==> src/design/mexp_pkg.sv <==
// Shared types for the modular exponentiation block.
package mexp_pkg;

	// Status of the shared modular multiplier as seen by its sequencer.
	typedef struct packed {
		logic busy;
		logic done;
	} mm_status_t;

endpackage

==> src/design/mexp_modmul.sv <==
// Multi-cycle modular multiplier: one product, then restoring reduction two bits a cycle.
module mexp_modmul
	import mexp_pkg::*;
#(
	parameter int MOD_BITS = 31
) (
	input  logic                clk,
	input  logic                arst_n,
	input  logic                start,
	input  logic [MOD_BITS-1:0] op_a,
	input  logic [MOD_BITS-1:0] op_b,
	input  logic [MOD_BITS-1:0] modulus,
	output mm_status_t          status,
	output logic [MOD_BITS-1:0] result
);

	localparam int PROD_BITS = 2 * MOD_BITS;
	localparam int CNT_W     = $clog2(MOD_BITS);
	localparam logic [CNT_W-1:0] LAST_STEP = CNT_W'(MOD_BITS - 1);

	typedef enum logic {
		MM_IDLE,
		MM_REDUCE
	} mm_state_t;

	mm_state_t            state_q;
	logic [PROD_BITS-1:0] prod_q;
	logic [MOD_BITS-1:0]  rem_q;
	logic [MOD_BITS-1:0]  mod_q;
	logic [CNT_W-1:0]     cnt_q;
	logic                 done_q;
	logic [MOD_BITS-1:0]  result_q;

	logic [MOD_BITS:0]    r1_full;
	logic [MOD_BITS-1:0]  r1;
	logic [MOD_BITS:0]    r2_full;
	logic [MOD_BITS-1:0]  r2;

	// Two restoring steps: shift in the next product bit, subtract when not below the modulus.
	always_comb begin
		r1_full = {rem_q, prod_q[PROD_BITS-1]};
		if (r1_full >= {1'b0, mod_q}) begin
			r1_full = r1_full - {1'b0, mod_q};
		end
		r1 = r1_full[MOD_BITS-1:0];
		r2_full = {r1, prod_q[PROD_BITS-2]};
		if (r2_full >= {1'b0, mod_q}) begin
			r2_full = r2_full - {1'b0, mod_q};
		end
		r2 = r2_full[MOD_BITS-1:0];
	end

	always_ff @(posedge clk or negedge arst_n) begin
		if (!arst_n) begin
			state_q  <= MM_IDLE;
			prod_q   <= '0;
			rem_q    <= '0;
			mod_q    <= '0;
			cnt_q    <= '0;
			done_q   <= 1'b0;
			result_q <= '0;
		end else begin
			done_q <= 1'b0;
			case (state_q)
				MM_IDLE: begin
					if (start) begin
						prod_q  <= PROD_BITS'(op_a) * PROD_BITS'(op_b);
						rem_q   <= '0;
						mod_q   <= modulus;
						cnt_q   <= LAST_STEP;
						state_q <= MM_REDUCE;
					end
				end
				MM_REDUCE: begin
					rem_q  <= r2;
					prod_q <= prod_q << 2;
					cnt_q  <= cnt_q - 1'b1;
					if (cnt_q == '0) begin
						// reduction by zero yields zero
						result_q <= (mod_q == '0) ? '0 : r2;
						done_q   <= 1'b1;
						state_q  <= MM_IDLE;
					end
				end
				default: begin
					state_q <= MM_IDLE;
				end
			endcase
		end
	end

	assign status.busy = (state_q != MM_IDLE);
	assign status.done = done_q;
	assign result      = result_q;

endmodule

==> src/design/modular_exponentiation.sv <==
// Top level: right-to-left square-and-multiply sequencer around a shared modular multiplier.
//
//   channel  ports                                   handshake
//   input    base_value, exponent, modulus           start && !busy
//   result   power_result                            done, one cycle
//
// Each modular product is one multiply and then restoring reduction, two
// reduction bits a cycle, in the shared multiplier. Every scanned
// exponent bit costs a check state, a square, and a multiply when set;
// the square after the top set bit is skipped. Reset clears all state at
// once. The result is not held off by the receiver.
module modular_exponentiation
	import mexp_pkg::*;
#(
	parameter int MOD_BITS = 31,
	parameter int EXP_BITS = 63
) (
	input  logic                clk,
	input  logic                arst_n,
	input  logic                start,
	output logic                busy,
	input  logic [MOD_BITS-1:0] base_value,
	input  logic [EXP_BITS-1:0] exponent,
	input  logic [MOD_BITS-1:0] modulus,
	output logic                done,
	output logic [MOD_BITS-1:0] power_result
);

	localparam logic [MOD_BITS-1:0] ONE = MOD_BITS'(1);

	typedef enum logic [1:0] {
		ST_IDLE,
		ST_CHECK,
		ST_MUL_WAIT,
		ST_SQ_WAIT
	} state_t;

	state_t              state_q;
	logic [MOD_BITS-1:0] acc_q;
	logic [MOD_BITS-1:0] base_q;
	logic [EXP_BITS-1:0] exp_q;
	logic [MOD_BITS-1:0] mod_q;
	logic                done_q;
	logic [MOD_BITS-1:0] result_q;

	logic                mm_start;
	logic                mm_use_acc;
	logic [MOD_BITS-1:0] mm_a;
	logic [MOD_BITS-1:0] mm_result;
	mm_status_t          mm_status;
	logic                exp_upper_zero;

	assign exp_upper_zero = ((exp_q >> 1) == '0);

	// Launch the next product straight from the sequencer registers.
	always_comb begin
		mm_start   = 1'b0;
		mm_use_acc = 1'b0;
		case (state_q)
			ST_CHECK: begin
				if (exp_q != '0) begin
					mm_start   = 1'b1;
					mm_use_acc = exp_q[0];
				end
			end
			ST_MUL_WAIT: begin
				mm_start = mm_status.done && !exp_upper_zero;
			end
			default: begin
				mm_start   = 1'b0;
				mm_use_acc = 1'b0;
			end
		endcase
	end

	assign mm_a = mm_use_acc ? acc_q : base_q;

	mexp_modmul #(
		.MOD_BITS(MOD_BITS)
	) u_modmul (
		.clk     (clk),
		.arst_n  (arst_n),
		.start   (mm_start),
		.op_a    (mm_a),
		.op_b    (base_q),
		.modulus (mod_q),
		.status  (mm_status),
		.result  (mm_result)
	);

	always_ff @(posedge clk or negedge arst_n) begin
		if (!arst_n) begin
			state_q  <= ST_IDLE;
			acc_q    <= ONE;
			base_q   <= '0;
			exp_q    <= '0;
			mod_q    <= '0;
			done_q   <= 1'b0;
			result_q <= '0;
		end else begin
			done_q <= 1'b0;
			case (state_q)
				ST_IDLE: begin
					if (start) begin
						acc_q   <= ONE;
						base_q  <= base_value;
						exp_q   <= exponent;
						mod_q   <= modulus;
						state_q <= ST_CHECK;
					end
				end
				ST_CHECK: begin
					if (exp_q == '0) begin
						result_q <= acc_q;
						done_q   <= 1'b1;
						state_q  <= ST_IDLE;
					end else if (exp_q[0]) begin
						state_q <= ST_MUL_WAIT;
					end else begin
						state_q <= ST_SQ_WAIT;
					end
				end
				ST_MUL_WAIT: begin
					if (mm_status.done) begin
						acc_q <= mm_result;
						if (exp_upper_zero) begin
							// no higher bits: drop the final square
							result_q <= mm_result;
							done_q   <= 1'b1;
							state_q  <= ST_IDLE;
						end else begin
							state_q <= ST_SQ_WAIT;
						end
					end
				end
				ST_SQ_WAIT: begin
					if (mm_status.done) begin
						base_q  <= mm_result;
						exp_q   <= exp_q >> 1;
						state_q <= ST_CHECK;
					end
				end
				default: begin
					state_q <= ST_IDLE;
				end
			endcase
		end
	end

	assign busy         = (state_q != ST_IDLE);
	assign done         = done_q;
	assign power_result = result_q;

endmodule

==> config.mk <==
export PLATFORM = sky130hd
export DESIGN_NAME = modular_exponentiation
export DESIGN_NICKNAME = d
export VERILOG_FILES = /design/src/design/mexp_pkg.sv /design/src/design/mexp_modmul.sv /design/src/design/modular_exponentiation.sv
export SDC_FILE = /design/constraint.sdc
export NUM_CORES = 2
export LEC_CHECK = 0
export BUFFER_PORTS_ARGS = -buffer_cell sky130_fd_sc_hd__buf_4
export CAP_MARGIN = 10
export CORE_MARGIN = 3
export CORE_UTILIZATION = 49
export DETAILED_ROUTE_END_ITERATION = 8
export PLACE_DENSITY = 0.71
export SLEW_MARGIN = 10
export SYNTH_ARGS = -nofsm -noshare
export SYNTH_HDL_FRONTEND = slang
export SYNTH_SLANG_ARGS = --single-unit
==> constraint.sdc <==
create_clock -name clk -period 11.6 [get_ports clk]
set_clock_uncertainty 0.2 [all_clocks]
set_input_delay 1.16 -clock clk [delete_from_list [all_inputs] [get_ports clk]]
set_output_delay 1.16 -clock clk [all_outputs]
set_load 0.02 [all_outputs]
* Word level (Yosys, flattened, before mapping)
Index checks and enable logic that the tools add are counted.
** Cells by class
- Add/subtract/negate cells :: 3
- Multiply operators :: 1
- Magnitude comparators :: 2
- Equal/unequal tests :: 9
- Muxes and demuxes :: 42
- Bitwise gates (word level) :: 1
- Reduce and logical (&&, ||, !) cells :: 19
** Operators by type and width (number)
- 31-bit two-way mux :: 11
- 31-bit case mux with 2 select lines :: 4
- 63-bit logical NOT :: 2
- 63-bit two-way mux :: 2
- 63-bit case mux with 2 select lines :: 1
- 62-bit case mux with 2 select lines :: 1
- 32-bit by 31-bit greater-or-equal comparator with 1-bit output :: 2
- 63-bit nonzero test :: 1
- 31-bit by 31-bit multiplier with 62-bit output :: 1
- 62-bit two-way mux :: 1
- 31-bit subtractor :: 2
- 31-bit logical NOT :: 1
- 1-bit two-way mux :: 11
- 2-bit two-way mux :: 5
- 5-bit case mux with 2 select lines :: 1
- 3-bit AND reduction :: 3
- 2-bit != test (second input constant) :: 4
- 2-bit case mux with 4 select lines :: 1
- 2-bit nonzero test :: 4
- 1-bit case mux with 2 select lines :: 3
- 2-bit AND reduction :: 3
- 5-bit logical NOT :: 1
- 5-bit two-way mux :: 1
- 5-bit by 1-bit subtractor with 5-bit output (second input constant) :: 1
- 8 further kinds :: 10
** Storage, ports and cells
- Flip-flop bits (word level) :: 352
- Input bits :: 128
- Output and inout port bits :: 33
- Logic and storage cells :: 91

* Longest topological paths before layout
- Depth in word-level cells :: 7
- Gate-level depth with buffers :: 33
- Gate-level depth less buffers :: 30

* Hierarchy
A second synthesis with hierarchy kept.
** Unflattened totals
- Cell total of the unflattened synthesis :: 5514
- Area total of the unflattened synthesis :: 50290.7 sq um
** Modules (own cells, without submodules)
- mexp_modmul :: instances 1, cells an instance 4650, area an instance 41439.7 sq um, seq. area each 4053.9 sq um
- modular_exponentiation :: instances 1, cells an instance 864, area an instance 8851.0 sq um, seq. area each 4755.8 sq um

* Worst setup path after synthesis
Ideal clock, no wire load.
- Path kind :: flip-flop to flip-flop
- Start :: register state_q[1]
- End :: register u_modmul.prod_q[61]
- Arrival time :: 8.421 ns
- Slack :: 2.859 ns
- Stages on the path, launching flop included :: 32
- Path buffers :: 3
- Clock period less this slack :: 8.741 ns
- Cell sequence :: dfrtp_1 -> inv_1 -> ha_1 -> nand2_1 -> clkbuf_1 -> mux2_2 -> clkbuf_1 -> and2_1 -> fa_1 -> inv_1 -> fa_1 -> inv_1 -> fa_1 -> inv_1 -> fa_1 -> inv_1 -> fa_1 -> fa_1 -> fa_1 -> fa_1 -> ha_1 -> clkbuf_1 -> a21oi_1 -> o21ba_2 -> o221ai_1 -> a31oi_1 -> o221ai_1 -> and2_1 -> nor3_1 -> a21oi_1 -> or3b_1 -> a31o_2
** Between the ends
- Longest elaborated chain between the ends :: 6
- Elaborated cells on any way between the ends :: 9
- Those cells by class :: mul: 1; eq/ne: 3; mux: 5
** RTL lines
- from (decl) :: RTL line modular_exponentiation.sv:38 : state_t state_q;
- from (signal assigned) :: RTL line modular_exponentiation.sv:93 : state_q <= ST_IDLE;
- from (signal assigned) :: RTL line modular_exponentiation.sv:109 : state_q <= ST_CHECK;
- from (signal assigned) :: RTL line modular_exponentiation.sv:116 : state_q <= ST_IDLE;
- 2-bit by 1-bit equality test with 1-bit output :: RTL line modular_exponentiation.sv:59 : case (state_q)
- 1-bit two-way mux :: RTL line modular_exponentiation.sv:59
- 31-bit two-way mux :: RTL line modular_exponentiation.sv:76 : assign mm_a = mm_use_acc ? acc_q : base_q;
- 31-bit by 31-bit multiplier with 62-bit output :: RTL line mexp_modmul.sv:67 : prod_q <= PROD_BITS'(op_a) * PROD_BITS'(op_b);
- 62-bit two-way mux :: RTL line mexp_modmul.sv:66 : if (start) begin
- 62-bit case mux with 2 select lines :: RTL line mexp_modmul.sv:64 : case (state_q)
- to (signal assigned) :: RTL line mexp_modmul.sv:67
- to (signal assigned) :: RTL line mexp_modmul.sv:76 : prod_q <= prod_q << 2;
- to (decl) :: RTL line mexp_modmul.sv:27 : logic [PROD_BITS-1:0] prod_q;
Parallel ways exist; a longest one is shown, timed or not. The select of a mux whose other input is x is not followed.
A chain may end at the register's enable or synchronous reset.

* Final worst setup path
- Start :: register state_q[1]
- End :: register u_modmul.prod_q[51]
Same word-level chain as after synthesis.

==> results.toml <==
[global_routing]
grt_start_max_net_pins = 185
grt_pass1_wl_um = 223000
grt_pass1_vias = 40602
antenna_found_initial = 1
overflow = 0
grt_usage_pct = 26.2

[synth]
synthesis.nets = 6779
synth_edf_count = 0
synth_top_cells_by_count = "fa_1 (839), inv_1 (839), nand2_1 (697)"
synth_async_sr_flop_share_pct = 100
yosysTopAreaCellShare_pct = 33.2
synth_top_area_cell = "fa_1"
ys.flop_type = "dfrtp_1"
yosys_register_bits = 352
avgSynthCellArea_um2 = 9.21
synth_area_mm2 = 0.0505
synth_cells = 5489
synth.distinct_cells = 79
yosys_warnings = 0
synth-seq-area-share_pct = 17.4
ys_top_cells_by_area = "fa_1 (33%), dfrtp_1 (17%), ha_1 (8.0%), inv_1 (6.2%), and2_1 (6.2%)"

[timing]
rsz0062_at_grt = "no"
relSlewSlack_pct = 22.1
worstMarginPinSlew_ns = 1.17
setup_viol = 0
min_period_ns = 9.85
period_share_pct = 84.9
max_freq_ghz = 0.102
slew_viol_final = 0
setup_tns_ns = 0
hold_viol = 0

[clock_tree]
cts_sinks = 352
root_buffer = "clkbuf_16"
clockBufferDepth = 3
cts_buffers = 36
post_cts_buffers = 0
cts.htree.levels = 2
path_clk_slew_ns = 0.07
ctsResizeCount = 0
cts_tree = "built"
clkLatencyLatePin_ns = 0.57
holdBufCountCts = 0

[setup_path]
startpoint_type = "register"
cp_data_required_time_ns = 11.90
crit_path_top_delay_cell = "a2111oi_0"
worstPathMaxFanout = 33
critPathCaptureType = "register"
worst-path-buf-inv = 6
crit_top_cell = "fa_1"
path_class = "register to register"
crit_arrival_ns = 10.15
slowest_delay_ns = 0.83
path_delay_family = "adder cells"

[routing]
vias = 38354
dr.pass1.iters = 7
via_per_inst = 5.64
drc_errors = 0
drt-total-wl_um = 138000
drt-initial-drc-count = 2804
drt-wirelength-per-cell_um = 20.2
final_antenna_net_count = 0

[placed_design]
hpwl_um = 109000
portBuffers = 160
place.gp.congestion = 0.932

[floorplanning]
start_util_pct = 49.5
row_count = 117
fp.dieW_um = 327
die_h_um = 327
ioPinCount = 161
dieArea_mm2 = 0.107
core-area_mm2 = 0.102

[status]
outcome = "completed"

[finish]
seqCellArea_mm2 = 0.00882
nets = 6691
nFillCells = 9134
drive_above_1_share_pct = 7.31
syn2layout_area_growth_pct = 6.59
multiInputGateArea_mm2 = 0.0373

[worst_hold_path]
hp-class = "register to register"

[flow_run]
maxCapViolations = 0
## state kept, by name (all words and copies together) (netlist names), 31 cells and up
register / count
u_modmul.prod_q: 62
acc_q: 31
u_modmul.result: 31
u_modmul.rem_q: 31
base_q: 31
power_result: 31
exp_q: 63
u_modmul.mod_q: 31
mod_q: 31
## layer usage
| metal | GRT usage, % | part of all wire, % | vias to the layer above | routed length (um) |
|---|---|---|---|---|
| met5 | 0 | 0 | - | 0 |
| met4 | 9.90 | 4.4 | 0 | 6030 |
| met3 | 3.01 | 5.8 | 270 | 8030 |
| met2 | 44.2 | 48 | 1318 | 66200 |
| met1 | 34.8 | 42 | 19576 | 57300 |
| li1 | - | - | 17190 | - |
## layout by cell type (no fill, tap or decap), drive strengths merged, types with 36 or more instances in the layout
master    n
a21oi   265
o21ai   219
mux2     87
nor3     38
and2    499
mux2i   161
clkbuf   45
nor2    201
nand2   698
nand3    48
o21a     36
ha      323
xnor2    67
and3     36
dfrtp   351
inv     843
buf     212
fa      839
nand4    39
a21o     72
a22o     44
## kinds of logic after synthesis
kind of cell | Yosys count | share of synthesized area, %
mux | 248 | 5.14
flops | 352 | 17.4
xor+xnor | 98 | 1.70
compound gates | 811 | 9.91
fa+ha+maj | 1162 | 41.2
buf+inv | 1177 | 8.84
simple gates | 1641 | 15.7
## worst register-to-register path, delay by kind of cell, from the launching register on
family	cells	cell delay (ns)
DFF	1	0.42
buffers and inverters	6	0.69
adders and majority gates	10	4.71
and+or+nand+nor	5	0.93
AOI/OAI and AO/OA	6	1.80
muxes	2	1.01
## through the flow
stage               util [%]  setup WS, ns  instances  hold WS [ns]  instance area, um2
finish                  52.8          1.75       6798         0.271               53900
global route            52.8          1.22       6798         0.297               53900
CTS                     52.8          1.78       6797         0.261               53900
detailed placement      51.6          1.81       6731         0.262               52600
global placement        51.6          2.09       6731         0.254               52600
floorplan                  -          2.86       5489         0.233               50500
## final timing paths
kind,to,depth (start not counted),from,slack [ns]
max,u_modmul.prod_q[51],29,state_q[1],1.75
min,u_modmul.mod_q[17],2,mod_q[17],0.27
max reg2reg,u_modmul.prod_q[51],29,state_q[1],1.75
min reg2reg,u_modmul.mod_q[17],2,mod_q[17],0.27
max in group asynchronous,u_modmul.state_q,2,arst_n,9.18
min in group asynchronous,mod_q[11],1,arst_n,0.49
## area by class of cell
cell class	instances	area share, %
Tap cell	1368	3.18
Multi-Input combinational cell	3960	69.3
Inverter	839	5.85
Antenna cell	1	0.00465
Clock buffer	45	1.83
Timing Repair Buffer	212	2.99
Sequential cell	352	16.4
Clock inverter	21	0.509
Power is not shown: default switching activity piles up to over one toggle a cycle in this logic, so the estimate is an artifact.
